--- src/text_console_writer_macros.svh ---
// Assertion macros for the text console writer RTL.
// Depends on nothing; the including module provides clk and rst.
`ifndef TEXT_CONSOLE_WRITER_MACROS_SVH
`define TEXT_CONSOLE_WRITER_MACROS_SVH

// Same-cycle implication, disabled while in reset.
`define TCW_ASSERT_NOW(lbl, ante, cons, msg) \
  lbl: assert property (@(posedge clk) disable iff (rst) (ante) |-> (cons)) \
    else $error(msg);

// Next-cycle implication, disabled while in reset.
`define TCW_ASSERT_NEXT(lbl, ante, cons, msg) \
  lbl: assert property (@(posedge clk) disable iff (rst) (ante) |=> (cons)) \
    else $error(msg);

`endif

--- src/tcw_pkg.sv ---
// Shared types and constants for the text console writer.
// Depends on nothing; used by the front, queue, back and top level.
package tcw_pkg;

  localparam int KIND_W       = 2;
  localparam int CHAR_W       = 8;
  localparam int ATTR_W       = 8;
  localparam int READ_ROW_W   = 5;
  localparam int READ_COL_W   = 7;
  localparam int CURSOR_ROW_W = 5;
  localparam int CURSOR_COL_W = 7;
  localparam int CELL_W       = 16;
  // Widest row and column over the supported screen sizes.
  localparam int ROW_MAX_W    = 7;
  localparam int COL_MAX_W    = 8;
  localparam int QUEUE_DEPTH  = 2;

  localparam logic [KIND_W-1:0] KIND_PUT   = 2'd0;
  localparam logic [KIND_W-1:0] KIND_READ  = 2'd1;
  localparam logic [KIND_W-1:0] KIND_CLEAR = 2'd2;

  localparam logic [CHAR_W-1:0] CHAR_NEWLINE   = 8'h0A;
  localparam logic [CHAR_W-1:0] CHAR_BACKSPACE = 8'h08;
  localparam logic [CHAR_W-1:0] CHAR_SPACE     = 8'h20;
  localparam logic [ATTR_W-1:0] BLANK_ATTR     = 8'h0F;
  localparam logic [CELL_W-1:0] BLANK_CELL     = {BLANK_ATTR, CHAR_SPACE};

  typedef enum logic [2:0] {
    CMD_REPORT,
    CMD_WRITE,
    CMD_SCROLL,
    CMD_WRITE_SCROLL,
    CMD_READ,
    CMD_CLEAR
  } cmd_op_t;

  typedef struct packed {
    cmd_op_t                 op;
    logic [ROW_MAX_W-1:0]    row;
    logic [COL_MAX_W-1:0]    col;
    logic [CELL_W-1:0]       data;
    logic [CURSOR_ROW_W-1:0] res_row;
    logic [CURSOR_COL_W-1:0] res_col;
  } cmd_t;

  typedef enum logic [1:0] {
    S_INIT,
    S_IDLE,
    S_SWEEP,
    S_DONE
  } back_state_t;

endpackage

--- src/tcw_front.sv ---
// Front end: accepts items, tracks the cursor and classifies each item into a command.
// Depends on tcw_pkg.
module tcw_front #(
  parameter int COLUMNS = 80,
  parameter int ROWS    = 25
) (
  input  logic                          clk,
  input  logic                          rst,
  input  logic                          item_valid,
  output logic                          item_stall,
  input  logic [tcw_pkg::KIND_W-1:0]     kind,
  input  logic [tcw_pkg::CHAR_W-1:0]     char_code,
  input  logic [tcw_pkg::ATTR_W-1:0]     attribute,
  input  logic [tcw_pkg::READ_ROW_W-1:0] read_row,
  input  logic [tcw_pkg::READ_COL_W-1:0] read_col,
  input  logic                          q_full,
  input  logic                          init_busy,
  output logic                          push,
  output tcw_pkg::cmd_t                  push_cmd
);
  import tcw_pkg::*;

  localparam int RW = $clog2(ROWS);
  localparam int CW = $clog2(COLUMNS);

  logic [RW-1:0] row;
  logic [RW-1:0] row_next;
  logic [CW-1:0] col;
  logic [CW-1:0] col_next;
  logic          row_adv;
  logic          write;
  logic          scroll;

  assign item_stall = q_full | init_busy;
  assign push       = item_valid & ~item_stall;

  always_comb begin
    push_cmd      = '0;
    push_cmd.op   = CMD_REPORT;
    push_cmd.row  = ROW_MAX_W'(row);
    push_cmd.col  = COL_MAX_W'(col);
    push_cmd.data = {attribute, char_code};
    row_next      = row;
    col_next      = col;
    row_adv       = 1'b0;
    write         = 1'b0;
    scroll        = 1'b0;
    case (kind)
      KIND_PUT: begin
        if (char_code == CHAR_NEWLINE) begin
          col_next = '0;
          row_adv  = 1'b1;
        end else if (char_code == CHAR_BACKSPACE) begin
          if (col != '0) begin
            col_next      = col - 1'b1;
            write         = 1'b1;
            push_cmd.col  = COL_MAX_W'(col - 1'b1);
            push_cmd.data = {attribute, CHAR_SPACE};
          end
        end else begin
          write = 1'b1;
          if (col == CW'(COLUMNS - 1)) begin
            col_next = '0;
            row_adv  = 1'b1;
          end else begin
            col_next = col + 1'b1;
          end
        end
        // Past the last row: scroll and hold the cursor on the bottom row
        if (row_adv) begin
          if (row == RW'(ROWS - 1)) begin
            scroll = 1'b1;
          end else begin
            row_next = row + 1'b1;
          end
        end
        if (write && scroll) begin
          push_cmd.op = CMD_WRITE_SCROLL;
        end else if (write) begin
          push_cmd.op = CMD_WRITE;
        end else if (scroll) begin
          push_cmd.op = CMD_SCROLL;
        end
      end
      KIND_READ: begin
        push_cmd.row = ROW_MAX_W'(read_row);
        push_cmd.col = COL_MAX_W'(read_col);
        if ((32'(read_row) < ROWS) && (32'(read_col) < COLUMNS)) begin
          push_cmd.op = CMD_READ;
        end
      end
      KIND_CLEAR: begin
        row_next    = '0;
        col_next    = '0;
        push_cmd.op = CMD_CLEAR;
      end
      default: begin
        push_cmd.op = CMD_REPORT;
      end
    endcase
    push_cmd.res_row = CURSOR_ROW_W'(row_next);
    push_cmd.res_col = CURSOR_COL_W'(col_next);
  end

  always_ff @(posedge clk) begin
    if (rst) begin
      row <= '0;
      col <= '0;
    end else if (push) begin
      row <= row_next;
      col <= col_next;
    end
  end

endmodule

--- config.mk ---
export PLATFORM = sky130hd
export DESIGN_NAME = tcw_front
export DESIGN_NICKNAME = d
export VERILOG_FILES = /design/src/text_console_writer_macros.svh /design/src/tcw_pkg.sv /design/src/tcw_front.sv
export SDC_FILE = /design/constraint.sdc
export NUM_CORES = 1
export LEC_CHECK = 0
export BUFFER_PORTS_ARGS = -buffer_cell sky130_fd_sc_hd__buf_4
export CELL_PAD_IN_SITES_DETAIL_PLACEMENT = 1
export CELL_PAD_IN_SITES_GLOBAL_PLACEMENT = 1
export CORE_ASPECT_RATIO = 0.5
export CORE_MARGIN = 2
export CORE_UTILIZATION = 35
export CTS_CLUSTER_DIAMETER = 30
export DETAILED_ROUTE_END_ITERATION = 10
export PLACE_DENSITY = 0.95
export RECOVER_POWER = 50
export SYNTH_ARGS = -nofsm -noshare
export SYNTH_HDL_FRONTEND = slang
export SYNTH_SLANG_ARGS = --single-unit
export TNS_END_PERCENT = 30
--- constraint.sdc ---
create_clock -name clk -period 3.9 [get_ports clk]
set_input_delay 0.78 -clock clk [delete_from_list [all_inputs] [get_ports clk]]
set_output_delay 0.78 -clock clk [all_outputs]
set_load 0.02 [all_outputs]
; Word-level counts from Yosys, hierarchy flattened
; Cells that the tools add are included.
[op_classes]
n_addsub = 4
n_mul = 0
n_div = 0
order_cmp = 2
n_eq_ne = 6
n_shift = 0
muxes = 30
bitwise = 3
reduce_logical = 4
[op_table]
columns = operator, n
row1 = two-way mux 24 bit, 3
row2 = two-way mux 7 bit, 4
row3 = == test 8 x 4 -> 1 bit (second input constant), 2
row4 = two-way mux 16 bit, 1
row5 = case mux 8 bit (2 select lines), 1
row6 = two-way mux 5 bit, 3
row7 = case mux 7 bit (2 select lines), 1
row8 = two-way mux 1 bit, 11
row9 = case mux 5 bit (2 select lines), 1
row10 = two-way mux 3 bit, 3
row11 = case mux 3 bit (3 select lines), 1
row12 = subtractor 7 x 1 -> 8 bit (second input constant), 1
row13 = adder 7 x 1 -> 7 bit (second input constant), 1
row14 = == test 7 bit (second input constant), 1
row15 = less-than comparator 7 bit (second input constant), 1
row16 = nonzero test 7 bit, 1
row17 = subtractor 7 x 1 -> 7 bit (second input constant), 1
row18 = adder 5 x 1 -> 5 bit (second input constant), 1
row19 = == test 5 bit (second input constant), 1
row20 = less-than comparator 5 bit (second input constant), 1
row21 = == test 2 x 1 -> 1 bit (second input constant), 1
row22 = == test 2 bit (second input constant), 1
row23 = logical AND 1 bit, 2
row24 = zero test 2 bit, 1
row25 = 4 further kinds, 4
[totals]
reg_bits = 12
latch_bits = 0
ramBits = 0
mem_bits_ro = 0
inputBits = 35
out_inout_bits = 48
elab_cells = 51
n_memories = 0

; Longest topological paths before layout
; Gate-level depths: netlist (run 1).
[depth]
depth_word = 11
depth_mapped = 8
depth_no_buf = 7

; Worst setup path after synthesis (run 1)
; No wires, ideal clock.
[synth_path]
path_type = input-to-output
from = in char_code[0] (netlist bit)
to = out push_cmd[35] (netlist bit)
t_arrival_ps = 2617
required_ps = 3120
slack_ps = 503
path_stages = 4
path_buffers = 0
path_cell_list = nor4b_4 > o211ai_4 > or2_2 > nor4b_1
[synth_lines]
columns = item, line_no
row1 = "start, declared", tcw_front.sv:12  ; input logic [tcw_pkg::CHAR_W-1:0] char_code,
row2 = "end, declared", tcw_front.sv:19  ; output tcw_pkg::cmd_t push_cmd

==> run metrics, run 1 <==
status=finished clean; clk slew on worst S/H paths=0.06 ns; GRT Util Overall=23.9%; DP Worst Slack=0.272 ns; internal power=0.261 mW; layout cells sized above 1=28.9%; port buffer count=64; setup TNS=0 ns; Synth Area in Adders=3.48%; first-pass GRT wire length=10.9 mm; Synth Register Bits=12; max-cap viol count=0; Setup crit end kind=primary output; sequential area share after synthesis=13.4%; crit path max fanout=8; CP Class=primary input to primary output; HP Class=register to register; Post-Synthesis Cells=253; Most Frequent Cell on Critical Path=buf_4; WP data required=3.12 ns; leak pwr=0.876 nW; most common flop cell mapped by yosys=dfxtp_1; DRT antenna net count=0; grt ovf=0; setup ws final=0.220 ns; dpl hpwl=5.10 mm; Clk Latency, worst-skew pair=0.24 ns; EDFF count, synth=0; Final min period=3.68 ns; Die Span X=105 um; XOR/XNOR Fraction of Synth Area=0.488%; critical path arrival=2.90 ns; row cnt=18; Yosys warning count=0; Synth Area in Compound Gates=36.9%; Clock Sink Count=12; Max stage delay cell, worst path=nor4_2; Root Driver=clkbuf_8; ys async rst share=0%; Post-CTS Resized=0; switching part of the total=33.2%; mux contribution to synthesized area=3.55%; routed length per instance=18.5 um; Hold-fix buffers, CTS=0; sequential fraction of design power=31.7%; worst ir drop on vdd=0.130 mV; largest family of logic cells by synthesized area=compound AO/OA/AOI/OAI gates; period utilization=94.4%; clock share of power=36.5%; vias=2240; height of the die=54.6 um; skew final=0.00425 ns; Final Cell Area=0.00224 sq mm; Top delay family on crit path=simple AND/OR/NAND/NOR gates; worst path buffer plus inverter count=2; sequence of cells on the critical path=buf_4 -> nor4_2 -> nand2_1 -> o31ai_1 -> o221ai_1 -> a22o_1 -> buf_4; antenna cells=0; Die Area=0.00575 sq mm; Relative slew margins=52.3%; switching pwr=0.130 mW; power share of the combinational group=31.8%; fin nets=335; Iter 0 DRT Violations=145; f_max=0.272 GHz; Worst-Margin Slew=0.707 ns; RSZ-0062 raised after global routing=no; Layout area overhead=25.0%; Unique masters post-synth=69; Post-Synth Simple-Gate Area=30.5%; Initial Utilization=36.4%; Longest Clk Path Bufs=2; Final Hold Fails=0; largest net degree at the start of global routing=27; critical path's largest stage delay=0.65 ns; syn_area_per_cell=7.10 sq um; Synth Cell Area=0.00180 sq mm; vias in the first global route=2174; cts bufs inserted=3; setup violators final=0; Post-CTS Setup Repair Bufs=0; 1st-pass router iterations=4; power density cells=174 mW/mm^2; num ports=83; final wirelength=6.73 mm; CTS tree=done; DRC viols=0; Area after DPL=0.00223 sq mm; Via density=6.15; Final Max Slew Viols=0; H-tree depth=1; CP startpoint kind=primary input; GPL Wtd Cong=0.911; initial antenna violation count=0; core area=0.00493 sq mm
cells in the final DEF, fill, tap and decap left out, types with 4 or more instances in the layout:
master     n
clkbuf_1   8
o21ai_0   20
nor2_1    16
nor3_1    13
a31oi_1    8
ha_1       5
buf_4     58
nand3_1    6
a21o_1     4
dfxtp_1   12
o22ai_1    6
or2_2      5
inv_1     12
clkbuf_8   4
nand2_1   27
a21oi_1    9
nor4_1     5
nor2b_1    5
path summary, 6_finish.rpt:
check / startpoint / end / depth (start not counted) / slack (ns)
setup / recovery: char_code[1] / push_cmd[3] / 7 / 0.22
hold / removal: row[1]$_SDFFE_PP0P_ / row[1]$_SDFFE_PP0P_ / 2 / 0.60
setup reg to reg: col[0]$_SDFFE_PP0P_ / row[2]$_SDFFE_PP0P_ / 7 / 1.34
hold reg to reg: row[1]$_SDFFE_PP0P_ / row[1]$_SDFFE_PP0P_ / 2 / 0.60
per-stage QoR:
step                total power [mW]  instances  utilization, %  hold WS, ns
floorplan                      0.209        254               -        0.547
global placement               0.251        360            45.2        0.552
detailed placement             0.254        360            45.2        0.588
CTS                            0.395        364            46.3        0.597
global route                   0.408        364            45.5        0.627
finish                         0.391        364            45.5        0.600
synthesized netlist by cell type (2+ instances only):
| cell type | count | share of area (%) |
|---|---|---|
| nor4_1 | 5 | 1.7 |
| o21ai_0 | 19 | 5.3 |
| clkbuf_1 | 19 | 4.0 |
| o311ai_0 | 3 | 1.5 |
| a311o_1 | 2 | 1.1 |
| mux2_2 | 3 | 1.9 |
| nand3_1 | 6 | 1.7 |
| a21o_1 | 4 | 1.7 |
| nor2_1 | 16 | 3.3 |
| a211oi_1 | 2 | 0.84 |
| a2bb2oi_1 | 2 | 0.98 |
| nand4_1 | 2 | 0.70 |
| a31oi_1 | 8 | 2.8 |
| nor2b_1 | 5 | 1.7 |
| mux2i_1 | 3 | 1.7 |
| a32o_1 | 2 | 1.1 |
| ha_1 | 5 | 3.5 |
| buf_4 | 10 | 4.2 |
| a31o_2 | 2 | 0.98 |
| a22o_1 | 3 | 1.5 |
| or3_1 | 2 | 0.70 |
| o31ai_1 | 2 | 0.84 |
| or2_2 | 5 | 1.7 |
| o211ai_1 | 3 | 1.3 |
| nand2_1 | 27 | 5.6 |
| dfxtp_1 | 12 | 13 |
| or4_1 | 2 | 0.84 |
| a21oi_1 | 9 | 2.5 |
| inv_1 | 12 | 2.5 |
| nor3_1 | 13 | 3.6 |
| a22oi_1 | 2 | 0.84 |
| o22ai_1 | 6 | 2.1 |
cell families after synthesis:
logic type / Yosys count
other: 1
AO/OA/AOI/OAI: 87
adder cells (fa/ha/maj): 5
multiplexers: 6
XOR/XNOR: 1
buffers and inverters: 43
AND/OR/NAND/NOR: 98
flip-flops: 12
power by group through the flow:
stage | Sequential (mW) | Clock, mW | Combinational (mW)
global placement | 0.127 | 0 | 0.124
finish | 0.124 | 0.143 | 0.124
detailed placement | 0.127 | 0 | 0.128
global route | 0.124 | 0.150 | 0.133
floorplan | 0.127 | 0 | 0.0819
CTS | 0.124 | 0.143 | 0.128
metal layers:
metal  up-vias  part of all wire, %  track usage [%]
li1       1032                    -                -
met1      1088                   46             29.7
met2       106                   46             44.8
met3        14                  6.3             3.69
met4         0                  1.5             5.78
met5         -                    0                0
cell type report:
class / instances / area, sq um
inverters: 12 / 45.0
repair buffers: 67 / 470
multi-input cells: 199 / 1350
fillers: 642 / 2690
well taps: 70 / 87.6
flip-flops and latches: 12 / 240
clock buffers: 4 / 55.1
tightest hold or removal path, delay by kind of cell (launching register included):
family	cells	cell delay, ns
AO/OA/AOI/OAI	1	0.10
AND/OR/NAND/NOR	1	0.10
flip-flops	1	0.35
registers in the layout (all words and copies together), names as in the netlist:
name,flops
col,7
row,5
No activity file was read; power rests on OpenSTA's default activity.
==> run 2, diff against run 1 <==
PLACE_DENSITY = 0.88   (was 0.95)
==> run 2 against run 1 <==
Flip-flop and latch count unchanged. Register-to-register slack is essentially flat. Global-route usage is 0.82 points lower. Via count shrank 1.6%.
==> run metrics, run 2 (synthesis results as in run 1) <==
Setup crit end kind=primary output; core area=0.00493 sq mm; port buffer count=64; height of the die=54.6 um; Die Span X=105 um; Hold Path End=row[1]$_SDFFE_PP0P_; Final Max Slew Viols=0; Worst Hold Launch=row[1]$_SDFFE_PP0P_; clk slew on worst S/H paths=0.06 ns; period utilization=94.9%; worst ir drop on vdd=0.0977 mV; Area after DPL=0.00224 sq mm; Layout fillers=650; GRT Util Overall=23.1%; vias in the first global route=2144; f_max=0.270 GHz; CP Class=primary input to primary output; 1st-pass router iterations=4; Layout area overhead=25.1%; switching part of the total=33.1%; grt ovf=0; critical path arrival=2.92 ns; flop2flop setup slack=1.33 ns; HP Class=register to register; Longest Clk Path Bufs=2; num ports=83; dpl hpwl=4.98 mm; DRC viols=0; Final Cell Area=0.00225 sq mm; sequential fraction of design power=31.8%; overall power=0.391 mW; cts bufs inserted=3; setup TNS=0 ns; largest registers=col: 7 flops, row: 5 flops; Clk Latency, worst-skew pair=0.25 ns; leak pwr=0.878 nW; RSZ-0062 raised after global routing=no; Final Hold Fails=0; H-tree depth=1; setup violators final=0; Iter 0 DRT Violations=130; Clock Sink Count=12; Post-CTS Resized=0; crit path max fanout=7; power density cells=174 mW/mm^2; GPL Wtd Cong=0.903; first-pass GRT wire length=10.5 mm; routed length per instance=18.4 um; internal power=0.261 mW; Post-CTS Setup Repair Bufs=0; power share of the combinational group=31.8%; row cnt=18; Worst-Margin Slew=0.644 ns; most frequent cells in the layout=buf_4, nand2_1, o21ai_0; clock share of power=36.5%; Register Area=240 sq um; skew final=0.00317 ns; DRT antenna net count=0; antenna cells=0; switching pwr=0.129 mW; Die Area=0.00575 sq mm; Initial Utilization=36.4%; fin nets=336; CP startpoint kind=primary input; status=finished clean; Via density=6.04; final wirelength=6.72 mm; Relative slew margins=56.5%; hold depth=2; setup ws final=0.197 ns; Final min period=3.70 ns; worst r2r dst=row[2]$_SDFFE_PP0P_; number of flip-flops in the largest register=7; Root Driver=clkbuf_8; layout cells sized above 1=28.5%; most common cell after layout, fill and taps aside=buf_4; max-cap viol count=0; initial antenna violation count=0; area of the multi-input gates=0.00134 sq mm; WP data required=3.12 ns; DP Worst Slack=0.256 ns; vias=2204; R2R cell count=7; CTS tree=done; RR Startpoint=col[0]$_SDFFE_PP0P_; Hold-fix buffers, CTS=0; Top reg by flops=col; largest net degree at the start of global routing=27
[run 2: layer usage]
layer	track usage (%)	share of wire [%]
met2	41.4	48
met4	7.33	1.4
met1	28.9	45
met5	0	0
met3	4.40	6.1
[run 2: area by class of cell]
cell class	count	share of cell area [%]
sequential	12	10.7
tap	70	3.90
multi-input combinational	199	59.8
inverter	12	2.01
timing repair buffer	68	21.1
clock buffer	4	2.45
[run 2: critical path, cell delays in order]
cell and delay, ns:
clkbuf_1 0.12, or4b_1 0.64, nor2_1 0.47, o311ai_0 0.37, mux2i_1 0.23, a22oi_1 0.11, buf_4 0.20
[run 2: worst max-delay path by stage]
stage / end / start
6_report: push_cmd[34] / char_code[0]
5_1_grt: push_cmd[34] / char_code[0]
4_1_cts: push_cmd[34] / char_code[0]
3_5_place_dp: push_cmd[34] / char_code[0]
3_3_place_gp: push_cmd[34] / char_code[0]
2_1_floorplan: push_cmd[35] / char_code[0]
[run 2: per-stage QoR]
step	instances	util [%]	hold slack, ns
3_5_place_dp	361	45.3	0.589
5_1_grt	365	45.5	0.628
2_1_floorplan	254	-	0.547
6_report	365	45.5	0.598
3_3_place_gp	361	45.3	0.542
4_1_cts	365	46.4	0.599
[run 2: power groups by stage]
stage,Clock [mW],Combinational (mW),Sequential [mW]
finish,0.142,0.124,0.124
global route,0.149,0.133,0.124
CTS,0.143,0.128,0.124
detailed placement,0,0.127,0.127
global placement,0,0.124,0.127
floorplan,0,0.0819,0.127
