==> config.mk <==
export PLATFORM = sky130hd
export DESIGN_NAME = tcw_queue
export DESIGN_NICKNAME = d
export VERILOG_FILES = /design/src/text_console_writer_macros.svh /design/src/tcw_pkg.sv /design/src/tcw_queue.sv
export SDC_FILE = /design/constraint.sdc
export NUM_CORES = 1
export LEC_CHECK = 0
export BUFFER_PORTS_ARGS = -buffer_cell sky130_fd_sc_hd__buf_2
export CORE_AREA = 2 2 125 78
export CTS_CLUSTER_DIAMETER = 150
export DETAILED_ROUTE_END_ITERATION = 16
export DIE_AREA = 0 0 127 80
export PLACE_DENSITY = 0.65
export SYNTH_ARGS = -nofsm -noshare
export SYNTH_HDL_FRONTEND = slang
export SYNTH_SLANG_ARGS = --single-unit
==> constraint.sdc <==
create_clock -name clk -period 3.03 [get_ports clk]
set_input_delay 0.4545 -clock clk [delete_from_list [all_inputs] [get_ports clk]]
set_output_delay 0.4545 -clock clk [all_outputs]
set_load 0.02 [all_outputs]
==> src/text_console_writer_macros.svh <==
// Assertion macros for the text console writer RTL.
// Depends on nothing; the including module provides clk and rst.
`ifndef TEXT_CONSOLE_WRITER_MACROS_SVH
`define TEXT_CONSOLE_WRITER_MACROS_SVH

// Same-cycle implication, disabled while in reset.
`define TCW_ASSERT_NOW(lbl, ante, cons, msg) \
  lbl: assert property (@(posedge clk) disable iff (rst) (ante) |-> (cons)) \
    else $error(msg);

// Next-cycle implication, disabled while in reset.
`define TCW_ASSERT_NEXT(lbl, ante, cons, msg) \
  lbl: assert property (@(posedge clk) disable iff (rst) (ante) |=> (cons)) \
    else $error(msg);

`endif

==> src/tcw_pkg.sv <==
// Shared types and constants for the text console writer.
// Depends on nothing; used by the front, queue, back and top level.
package tcw_pkg;

  localparam int KIND_W       = 2;
  localparam int CHAR_W       = 8;
  localparam int ATTR_W       = 8;
  localparam int READ_ROW_W   = 5;
  localparam int READ_COL_W   = 7;
  localparam int CURSOR_ROW_W = 5;
  localparam int CURSOR_COL_W = 7;
  localparam int CELL_W       = 16;
  // Widest row and column over the supported screen sizes.
  localparam int ROW_MAX_W    = 7;
  localparam int COL_MAX_W    = 8;
  localparam int QUEUE_DEPTH  = 2;

  localparam logic [KIND_W-1:0] KIND_PUT   = 2'd0;
  localparam logic [KIND_W-1:0] KIND_READ  = 2'd1;
  localparam logic [KIND_W-1:0] KIND_CLEAR = 2'd2;

  localparam logic [CHAR_W-1:0] CHAR_NEWLINE   = 8'h0A;
  localparam logic [CHAR_W-1:0] CHAR_BACKSPACE = 8'h08;
  localparam logic [CHAR_W-1:0] CHAR_SPACE     = 8'h20;
  localparam logic [ATTR_W-1:0] BLANK_ATTR     = 8'h0F;
  localparam logic [CELL_W-1:0] BLANK_CELL     = {BLANK_ATTR, CHAR_SPACE};

  typedef enum logic [2:0] {
    CMD_REPORT,
    CMD_WRITE,
    CMD_SCROLL,
    CMD_WRITE_SCROLL,
    CMD_READ,
    CMD_CLEAR
  } cmd_op_t;

  typedef struct packed {
    cmd_op_t                 op;
    logic [ROW_MAX_W-1:0]    row;
    logic [COL_MAX_W-1:0]    col;
    logic [CELL_W-1:0]       data;
    logic [CURSOR_ROW_W-1:0] res_row;
    logic [CURSOR_COL_W-1:0] res_col;
  } cmd_t;

  typedef enum logic [1:0] {
    S_INIT,
    S_IDLE,
    S_SWEEP,
    S_DONE
  } back_state_t;

endpackage

==> src/tcw_queue.sv <==
// Short command queue between the front end and the back end.
// Depends on tcw_pkg.
module tcw_queue (
  input  logic          clk,
  input  logic          rst,
  input  logic          push,
  input  tcw_pkg::cmd_t push_cmd,
  output logic          full,
  input  logic          pop,
  output logic          head_valid,
  output tcw_pkg::cmd_t head_cmd
);
  import tcw_pkg::*;

  localparam int QPW = (QUEUE_DEPTH > 1) ? $clog2(QUEUE_DEPTH) : 1;
  localparam int QCW = $clog2(QUEUE_DEPTH + 1);

  cmd_t           slots [QUEUE_DEPTH];
  logic [QPW-1:0] wr_ptr;
  logic [QPW-1:0] rd_ptr;
  logic [QCW-1:0] count;

  assign full       = (count == QCW'(QUEUE_DEPTH));
  assign head_valid = (count != '0);
  assign head_cmd   = slots[rd_ptr];

  always_ff @(posedge clk) begin
    if (push) begin
      slots[wr_ptr] <= push_cmd;
    end
  end

  always_ff @(posedge clk) begin
    if (rst) begin
      wr_ptr <= '0;
      rd_ptr <= '0;
      count  <= '0;
    end else begin
      if (push) begin
        wr_ptr <= (wr_ptr == QPW'(QUEUE_DEPTH - 1)) ? '0 : wr_ptr + 1'b1;
      end
      if (pop) begin
        rd_ptr <= (rd_ptr == QPW'(QUEUE_DEPTH - 1)) ? '0 : rd_ptr + 1'b1;
      end
      if (push && !pop) begin
        count <= count + 1'b1;
      end else if (pop && !push) begin
        count <= count - 1'b1;
      end
    end
  end

endmodule

# == Word-level counts from Yosys, hierarchy flattened ==
# Memories as Yosys holds them, arrays and structs flattened. A register that Yosys moved wholly into a read port is not among the register bits.
# Cells that the tools add are included.
# word_totals
ramBits,92
n_memories,1
register_bits,4
wordCells,23
# classes
n_reduce_logical,6
addsub,4
eq_ne,1
n_mux,8
# mem_list
memory,depth,word_bits,read_ports,rd_clocked_by_memory_dff,write_ports,line,text
slots,2,46,1,1,1,tcw_queue.sv:18,cmd_t slots [QUEUE_DEPTH];
# ops
cell,count
two-way mux 1 bit,6
two-way mux 2 bit,2
nonzero test 2 bit,2
adder 1 bit (second input constant),2
adder 2 x 1 -> 2 bit (second input constant),1
equality test 2 bit (second input constant),1
logical AND 1 bit,2
zero test 1 bit,2
subtractor 2 x 1 -> 2 bit (second input constant),1

# == Logic depth before layout (Yosys ltp) ==
# Gate-level depths: netlist (run 1).
# depth
ltp_word,4
ltp_mapped,5
depth_no_buf,5

# == Worst setup path before layout (run 1) ==
# OpenSTA, ideal clock, no wires.
# synth_path
path_type,input -> register
startpoint,input port push
endpoint,memory slots[0][0] (netlist bit) (enable)
slack_ps,75
path_stages,1
setup_time_ps,455
arrival_time_ps,2500
n_path_buf,0
required_ps,2575
path_cell_list,nor2b_1
# synth_between
elab_chain_len,2
# synth_rtl
item,line,text
"start, declared",tcw_queue.sv:6,"input logic push,"
two-way mux 1 bit,tcw_queue.sv:28,if (push) begin
two-way mux 1 bit (implied by the code),tcw_queue.sv:29,slots[wr_ptr] <= push_cmd;
"end, declared",tcw_queue.sv:18,
# No other way between the ends.

==> results of run 1 <==
## critical path, delay by kind of cell, from the launching register on
family	cells	cell delay, ns
multiplexers	1	0.37
flip-flops	1	0.71
buffers and inverters	2	0.44
## through the flow
step / total power [mW] / setup WS [ns] / instance area, um^2 / hold slack [ns] / util (%)
after floorplan: 1.863 / 0.07480 / 3543 / 0.4564 / -
after global placement: 1.998 / 1.071 / 4179 / 0.4764 / 46.51
after detailed placement: 2.007 / 1.040 / 4179 / 0.4956 / 46.51
after CTS: 3.017 / 0.6570 / 4447 / 0.2904 / 49.48
after global routing: 3.107 / 0.6253 / 4447 / 0.2875 / 49.48
final: 2.975 / 0.7201 / 4447 / 0.3051 / 49.48
## area by class of cell
class,instances,area [um^2]
clock inverter,5,35.03
clock buffer,11,232.7
multi-input combinational,62,633.1
fill,768,4539
sequential,97,2864
tap,116,145.1
timing repair buffer,100,533.0
inverter,1,3.754
## layer usage
| layer | track usage, % | vias to the layer above | share of wire [%] |
|---|---|---|---|
| met4 | 4.286 | 0 | 1.0 |
| met5 | 0 | - | 0 |
| met2 | 19.14 | 82 | 43 |
| met3 | 8.110 | 7 | 12 |
| met1 | 14.71 | 873 | 44 |
| li1 | - | 852 | - |
## how the worst max path moves through the flow
stage	startpoint	end	slack, ns	cells after the start
2_1_floorplan	push	slots[0][0]	0.07	1
5_1_grt	register	head_cmd[1]	0.63	3
3_3_place_gp	register	head_cmd[1]	1.07	3
6_report	register	head_cmd[1]	0.72	3
3_5_place_dp	register	head_cmd[1]	1.04	3
4_1_cts	register	head_cmd[1]	0.66	3
## report_power, final
group	total, mW	switching [mW]	leakage (nW)	internal (mW)
clock	1.00	0.449	0.118	0.554
combinational	0.376	0.216	0.638	0.160
sequential	1.60	0.0340	0.905	1.56
total	2.97	0.699	1.66	2.28
## cell families after synthesis
family	Yosys count
AO/OA/AOI/OAI	2
XOR/XNOR	4
adder cells (fa/ha/maj)	1
buffers and inverters	6
flip-flops	97
multiplexers	46
AND/OR/NAND/NOR	9
## placed cells by master (no fill, tap or decap), drive strengths merged
cell type,synthesis,layout
dfxtp,5,5
xor2,2,2
and2b,1,1
clkinvlp,0,4
inv,1,1
buf,5,100
and2,1,1
a21oi,1,1
or3,1,1
xnor2,2,2
nor2,4,4
o21ai,1,1
edfxtp,92,92
clkinv,0,1
mux2,46,46
ha,1,1
clkbuf,0,11
nor2b,1,1
or2,1,1
## sequential cells by signal, summed over array words and instances, names as in the netlist, named ones only
signal  flops
count       2
rd_ptr      1
slots      92
wr_ptr      1
==> out/qor.txt, run 1 <==
Yosys top cell by area: edfxtp_1
clock sink count: 97
First-pass DRT Iterations: 4
Power Density: 669.0 nW/um^2
Post-Syn Area per Cell: 21.48 um^2
area of the core: 8986 um^2
R2R depth: 2
RSZ-0062 raised after global routing: no
Worst EP required: 2.58 ns
Die Y: 80 um
Hold Fails Final Rpt: 0
Post-Syn Instances: 165
post-synthesis mux area share: 14.62%
diode count: 0
Die Span X: 127 um
worst slew pin tran: 0.6331 ns
Pleak: 1.662 nW
WP data arrival: 1.86 ns
Post-Synth Adder-Cell Area: 0.3531%
CTS resizes: 0
hold crit path type: input port to register
initial antenna violation count: 0
final std cells w/o fill: 392
Synth cell types: 17
Commonest cells post-synth: edfxtp_1 (92), mux2_2 (46), dfxtp_1 (5)
largest net degree at the start of global routing: 47
Yosys Warn Count: 0
Vias: 1814
Startpoint Class: register
Seq/Total Area, Yosys: 80.79%
clk_lat worst skew: 0.33 ns
Placed Instances: 376
vias in the first global route: 1899
deepest clock path buffer count: 2
Die ar.: 10160 um^2
Antenna Nets Post-Route: 0
max-slew violations: 0
Crit Path Class: register to primary output
CP Cell Sequence: buf_12 -> mux2_2 -> buf_2
layout cell share with drive strength beyond 1: 59.78%
endpoints failing setup: 0
Async SR Flop Fraction: 0%
total global-route track usage: 12.65%
CTS tree: built
H-Tree Depth: 3
reg2reg setup slack: 1.46 ns
CTS Buf Count: 9
peak fanout along the critical path: 24
max_cap viols: 0
IO buf count: 97
mapped cell area: 3543 um^2
hold buffers post-CTS: 0
largest family of logic cells by synthesized area: multiplexers
Total Routed Length: 6199 um
Simple-Gate Fraction of Synth Area: 1.377%
setup TNS: 0 ns
slowest stage delay, CP: 0.71 ns
Synth area leaders: edfxtp_1 (78%), mux2_2 (15%), dfxtp_1 (2.8%), buf_6 (1.3%), xnor2_1 (0.49%)
EDFF count, synth: 92
post-synth top area share: 77.97%
hold path depth: 1
CTS Root Cell: clkbuf_16
starting density of the core: 39.43%
fin crit share: 76.23%
VDD IR max: 0.0004596 V
top_reg_cell synth: edfxtp_1
fin crit period: 2.310 ns
syn nets: 216
area share of xor/xnor cells in the synthesized design: 0.9887%
initial DRC count: 104
worst slew margin relative to its limit: 57.79%
most frequent cell after synthesis: edfxtp_1
grt total ovfl: 0
Worst-path clk slew: 0.07 ns
CP Capture Type: primary output
residual DRC count: 0
Critical R2R Launch: wr_ptr
Hold Crit Endpoint: slots[0][11]
via/cell ratio: 4.628
WL/cell: 15.81 um
Slowest cell on crit path: dfxtp_2
R2R Path End: slots[1][3]
Final GP Congestion: 0.7120
clk_skew: 0.005863 ns
HP Start: push_cmd[11]
status: finished clean
I/O pin cnt: 98
post-synthesis compound-gate area fraction: 0.2825%
first-pass GRT wire length: 9356 um
HPWL after DPL: 4048 um
post-synthesis register bit count: 97
row cnt: 27
area grow syn2layout: 25.49%
Final nets: 322
post-CTS setup buffer count: 0
fmax: 432.9 MHz
(Power assumes the default switching activity.)
==> run 2: changes to the inputs <==
--- a/config.mk
+++ b/config.mk
@@ -5,12 +5,12 @@
 export SDC_FILE = /design/constraint.sdc
 export NUM_CORES = 1
 export LEC_CHECK = 0
+export ABC_AREA = 1
 export BUFFER_PORTS_ARGS = -buffer_cell sky130_fd_sc_hd__buf_2
-export CORE_AREA = 2 2 125 78
+export CORE_AREA = 2 2 128 80
 export CTS_CLUSTER_DIAMETER = 150
 export DETAILED_ROUTE_END_ITERATION = 16
-export DIE_AREA = 0 0 127 80
-export PLACE_DENSITY = 0.65
+export DIE_AREA = 0 0 130 82
 export SYNTH_ARGS = -nofsm -noshare
 export SYNTH_HDL_FRONTEND = slang
 export SYNTH_SLANG_ARGS = --single-unit
==> constraint.sdc (replaced) <==
create_clock -name clk -period 2.3 [get_ports clk]
set_input_delay 0.345 -clock clk [delete_from_list [all_inputs] [get_ports clk]]
set_output_delay 0.345 -clock clk [all_outputs]
set_load 0.02 [all_outputs]
==> run 2 against run 1 <==
Via count is 1.5% higher. Hold slack worse by 0.11 ns. Non-clock buffer count is 1 higher. Global-route usage is 0.29 points lower. Clock skew is 0.0032 ns lower. Cell area is 4.3% higher. First-iteration DRC count is 34% lower. Sequential share of layout area is 2.7 points lower.
==> out/qor.txt, run 2 <==
Die Y: 82 um (+2.5%)
Commonest cells post-synth: edfxtp_1 (92), mux2_4 (40), inv_1 (9)
reg2reg setup slack: 1.15 ns (-0.31 ns)
HPWL after DPL: 4038 um (-0.24%)
hold buffers post-CTS: 0 (unchanged)
worst slew margin relative to its limit: 69.89% (+12 points)
most frequent cells in the layout: buf_2 (97), edfxtp_1 (92), mux2_4 (40), clkbuf_16 (9), inv_1 (8)
most frequent cell after synthesis: edfxtp_1
internal power: 3.005 mW (+32%)
First-pass DRT Iterations: 4 (unchanged)
WP data arrival: 1.61 ns (-0.25 ns)
area of the core: 9564 um^2 (+6.4%)
hold path depth: 1 (unchanged)
Final GP Congestion: 0.7739 (+8.7%)
clock share of power: 33.5% (-0.2 points)
syn nets: 227 (+5.1%)
Synth cell types: 16 (-1)
R2R Path End: slots[1][3]
Power Density: 843.0 nW/um^2 (+26%)
fin crit share: 84.88%
Total Routed Length: 6215 um (+0.26%)
IO buf count: 97 (unchanged)
max_cap viols: 0 (unchanged)
Die Span X: 130 um (+2.4%)
fin crit period: 1.952 ns
worst slew pin tran: 0.4517 ns (-0.1814 ns)
global routing met1 resource utilization: 16.10% (+1.4 points)
Crit Path Class: register to primary output
clk_lat worst skew: 0.33 ns (about the same)
setup TNS: 0 ns (unchanged)
status: finished clean
diode count: 0 (unchanged)
VDD IR max: 0.0004750 V (+3.4%)
clk_skew: 0.002689 ns (-0.003173 ns)
Yosys Warn Count: 0 (unchanged)
fmax: 512.3 MHz
initial antenna violation count: 0 (unchanged)
Switching Power: 906.3 uW (+30%)
Critical R2R Launch: wr_ptr
I/O pin cnt: 98 (unchanged)
Worst EP required: 1.96 ns (-0.62 ns)
Antenna Nets Post-Route: 0 (unchanged)
CTS resizes: 0 (unchanged)
Startpoint Class: register
CTS Root Cell: clkbuf_16
Yosys top cell by area: edfxtp_1
CTS Buf Count: 9 (unchanged)
Worst-path clk slew: 0.06 ns (about the same)
Pleak: 1.855 nW (+12%)
Post-Syn Instances: 176 (+6.7%)
R2R depth: 3 (+1)
vias in the first global route: 1827 (-3.8%)
first-pass GRT wire length: 9349 um (about the same)
most flop-heavy register: slots
starting density of the core: 39.19% (-0.24 points)
initial DRC count: 69 (-34%)
post-synth top area share: 73.70% (-4.3 points)
via/cell ratio: 4.355 (-5.9%)
Hold Fails Final Rpt: 0 (unchanged)
layer with the highest usage: met2
Hold Crit Endpoint: slots[0][17]
HP Start: push_cmd[17]
combinational share of power: 13.7% (+1.1 points)
Async SR Flop Fraction: 0% (unchanged)
largest net degree at the start of global routing: 48 (+2.1%)
peak fanout along the critical path: 25 (+4.2%)
layout cell share with drive strength beyond 1: 57.29% (-2.5 points)
post-CTS setup buffer count: 0 (unchanged)
register share of total power: 52.8% (-0.8 points)
CP Capture Type: primary output
GR met3 Demand/Resource: 5.668% (-2.4 points)
max reg flops: 92 (unchanged)
Synth area leaders: edfxtp_1 (74%), mux2_4 (16%), dfxtp_1 (2.7%), buf_12 (2.1%), mux2_2 (1.8%)
Seq/Total Area, Yosys: 76.37% (-4.4 points)
final std cells w/o fill: 423 (+7.9%)
most common cell after layout, fill and taps aside: buf_2
clock sink count: 97 (unchanged)
endpoints failing setup: 0 (unchanged)
post-synthesis register bit count: 97 (unchanged)
area grow syn2layout: 23.77%
biggest regs: slots (92), count (2)
switch share: 23.17% (-0.31 points)
WL/cell: 14.69 um (-7.1%)
CTS tree: built
Vias: 1842 (+1.5%)
EDFF count, synth: 92 (unchanged)
Post-Syn Area per Cell: 21.30 um^2 (-0.82%)
residual DRC count: 0 (unchanged)
Placed Instances: 407 (+8.2%)
total global-route track usage: 12.36% (-0.29 points)
H-Tree Depth: 3 (unchanged)
row cnt: 28 (+3.7%)
deepest clock path buffer count: 2 (unchanged)
mapped cell area: 3749 um^2 (+5.8%)
max-slew violations: 0 (unchanged)
Final nets: 334 (+3.7%)
RSZ-0062 raised after global routing: no
hold crit path type: input port to register
Die ar.: 10660 um^2 (+4.9%)
top_reg_cell synth: edfxtp_1
M2 GR Usage: 18.27% (-0.87 points)
grt total ovfl: 0 (unchanged)
## run 2: cells by family after synthesis
group / Yosys count / synth area share (%)
AOI/OAI and AO/OA: 2 / 0.2668
xor gates and xnor gates: 1 / 0.2337
adders and majority gates: 1 / 0.3337
buffers and inverters: 14 / 3.338
DFF: 97 / 76.37
muxes: 46 / 17.82
and+or+nand+nor: 15 / 1.635
## run 2: how the worst max path moves through the flow
stage	start	end	slack, ns	cells past startpoint
floorplan	push	slots[0][0]	0.32	2
global placement	register	head_cmd[31]	0.70	3
detailed placement	register	head_cmd[31]	0.69	3
CTS	register	head_cmd[31]	0.32	3
global route	register	head_cmd[30]	0.27	3
finish	register	head_cmd[31]	0.35	3
## run 2: layout make-up
cell class | count | area [um^2]
Fill cell | 834 | 4925
Sequential cell | 97 | 2864
Multi-Input combinational cell | 65 | 768.2
Timing Repair Buffer | 101 | 540.5
Clock buffer | 10 | 229.0
Tap cell | 135 | 168.9
Clock inverter | 6 | 35.03
Inverter | 9 | 33.78
## run 2: layer usage
metal  routed length (um)  part of all wire (%)
met5                    0                     0
met4                   84                   1.4
met3                  490                   7.9
met2                 2713                    44
met1                 2927                    47
## run 2: through the flow
step | hold WS [ns] | power, mW | setup slack, ns | instance area, um^2 | utilization [%]
final | 0.1970 | 3.911 | 0.3478 | 4639 | 48.51
after global routing | 0.1789 | 4.082 | 0.2723 | 4639 | 48.51
after CTS | 0.1827 | 3.971 | 0.3185 | 4639 | 48.51
after detailed placement | 0.5007 | 2.647 | 0.6937 | 4375 | 45.75
after global placement | 0.5005 | 2.636 | 0.7034 | 4375 | 45.75
after floorplan | 0.4174 | 2.487 | 0.3224 | 3751 | -
## run 2: critical path, stage by stage (launching register included)
cell	delay, ns
dfxtp_2	0.32
buf_4	0.39
mux2_2	0.39
buf_2	0.16
## run 2: power by group through the flow
stage / Combinational, mW / Clock [mW] / Sequential [mW]
detailed placement: 0.543 / 0 / 2.10
CTS: 0.545 / 1.36 / 2.07
global route: 0.578 / 1.43 / 2.07
floorplan: 0.388 / 0 / 2.10
global placement: 0.537 / 0 / 2.10
finish: 0.534 / 1.31 / 2.07
==> run 3: changes to the inputs <==
==> constraint.sdc (replaced) <==
create_clock -name clk -period 1.8 [get_ports clk]
set_input_delay 0.27 -clock clk [delete_from_list [all_inputs] [get_ports clk]]
set_output_delay 0.27 -clock clk [all_outputs]
set_load 0.02 [all_outputs]
==> run 3 against run 2 <==
First-iteration DRC count rose by 32%. Wire length fell by 2.5%. Cell area rose by 1.6%. Combinational power rose by 29%.
==> out/qor.txt, run 3 (synthesis results as in run 2) <==
CTS resizes: 0 (unchanged)
Placed Instances: 409 (+0.49%)
CTS Root Cell: clkbuf_16
WP data arrival: 1.46 ns (-0.15 ns)
post-CTS setup buffer count: 0 (unchanged)
final std cells w/o fill: 425 (+0.47%)
I/O pin cnt: 98 (unchanged)
endpoints failing setup: 0 (unchanged)
hold buffers post-CTS: 0 (unchanged)
VDD IR max: 0.0005961 V (+25%)
largest net degree at the start of global routing: 31 (-35%)
initial DRC count: 91 (+32%)
HPWL after DPL: 4026 um (-0.32%)
diode count: 0 (unchanged)
clock sink count: 97 (unchanged)
status: finished clean
clk_skew: 0.002913 ns (+0.0002233 ns)
Crit Path Class: register to primary output
biggest regs: slots (92), count (2)
layout cell share with drive strength beyond 1: 56.90% (-0.40 points)
RSZ-0062 raised after global routing: no
via/cell ratio: 4.358 (about the same)
Pleak: 1.885 nW (+1.6%)
starting density of the core: 39.19% (unchanged)
first-pass GRT wire length: 9045 um (-3.3%)
initial antenna violation count: 0 (unchanged)
Die Span X: 130 um (unchanged)
Startpoint Class: register
CTS tree: built
residual DRC count: 0 (unchanged)
Power Density: 1123 nW/um^2 (+33%)
hold crit path type: input port to register
peak fanout along the critical path: 25 (unchanged)
max_cap viols: 0 (unchanged)
post-layout util: 49.29% (+0.78 points)
grt total ovfl: 0 (unchanged)
Total Routed Length: 6060 um (-2.5%)
worst slew pin tran: 0.3568 ns (-0.09488 ns)
most frequent cells in the layout: buf_2 (97), edfxtp_1 (92), mux2_4 (40), clkbuf_16 (9), inv_1 (8)
most common cell after layout, fill and taps aside: buf_2
Final GP Congestion: 0.6548 (-15%)
CP Capture Type: primary output
Worst EP required: 1.53 ns (-0.43 ns)
Vias: 1852 (+0.54%)
worst slew margin relative to its limit: 76.21% (+6.3 points)
max reg flops: 92 (unchanged)
WL/cell: 14.26 um (-3.0%)
fmax: 578.1 MHz
vias in the first global route: 1811 (-0.88%)
Hold Fails Final Rpt: 0 (unchanged)
IO buf count: 97 (unchanged)
Antenna Nets Post-Route: 0 (unchanged)
Die Y: 82 um (unchanged)
setup TNS: 0 ns (unchanged)
Die ar.: 10660 um^2 (unchanged)
Final nets: 336 (+0.60%)
row cnt: 28 (unchanged)
deepest clock path buffer count: 2 (unchanged)
area of the core: 9564 um^2 (unchanged)
First-pass DRT Iterations: 4 (unchanged)
CTS Buf Count: 9 (unchanged)
max-slew violations: 0 (unchanged)
total global-route track usage: 11.98% (-0.38 points)
fin crit period: 1.730 ns
fin crit share: 96.10%
area grow syn2layout: 25.77%
clk_lat worst skew: 0.33 ns (about the same)
Worst-path clk slew: 0.06 ns (about the same)
most flop-heavy register: slots
H-Tree Depth: 3 (unchanged)
run 3: cell count changes in the layout (fill, tap and decap cells not counted):
cell,change
buf_12,+1
buf_4,+1
bufinv_16,+2
clkinv_1,+2
clkinv_2,-4
run 3: routing by layer:
metal	GRT usage [%]	vias to the layer above	share of wire (%)
met5	0	-	0
met4	4.839	0	1.3
met3	6.906	9	10
met2	17.75	69	43
met1	14.45	886	45
li1	-	888	-
run 3: worst paths after layout:
kind | from | endpoint | slack (ns) | cells after the start
max reg2reg | wr_ptr | slots[0][13] | 0.59 | 2
min | push_cmd[26] | slots[1][26] | 0.12 | 1
min reg2reg | rd_ptr | rd_ptr | 0.52 | 2
max | register | head_cmd[26] | 0.07 | 3
run 3: report_power, final:
group          internal [mW]  switching (mW)  leakage [nW]
Clock                   1.21           0.756         0.144
Sequential              2.61          0.0330         0.905
Combinational          0.317           0.373         0.836
Total                   4.13            1.16          1.89
run 3: final cells by class:
cell class                 instances  area, um^2
clock buffer                      10       229.0
sequential                        97        2864
clock inverter                     6       82.58
fill                             831        4850
timing repair buffer             103       568.0
inverter                           9       33.78
multi-input combinational         65       768.2
tap                              135       168.9
run 3: stage by stage:
| step | total power [mW] | setup slack, ns | area [um^2] | hold slack (ns) |
|---|---|---|---|---|
| finish | 5.294 | 0.07015 | 4715 | 0.1169 |
| global route | 5.513 | 0.0007773 | 4715 | 0.09832 |
| CTS | 5.378 | 0.03808 | 4715 | 0.1019 |
| detailed placement | 3.394 | 0.4167 | 4403 | 0.4610 |
| global placement | 3.382 | 0.4190 | 4403 | 0.4576 |
| floorplan | 3.178 | 0.04795 | 3756 | 0.3424 |
run 3: worst max-delay path, stage by stage, from the launching register on:
cell	delay [ns]
dfxtp_2	0.37
buf_12	0.23
mux2_2	0.35
buf_2	0.16
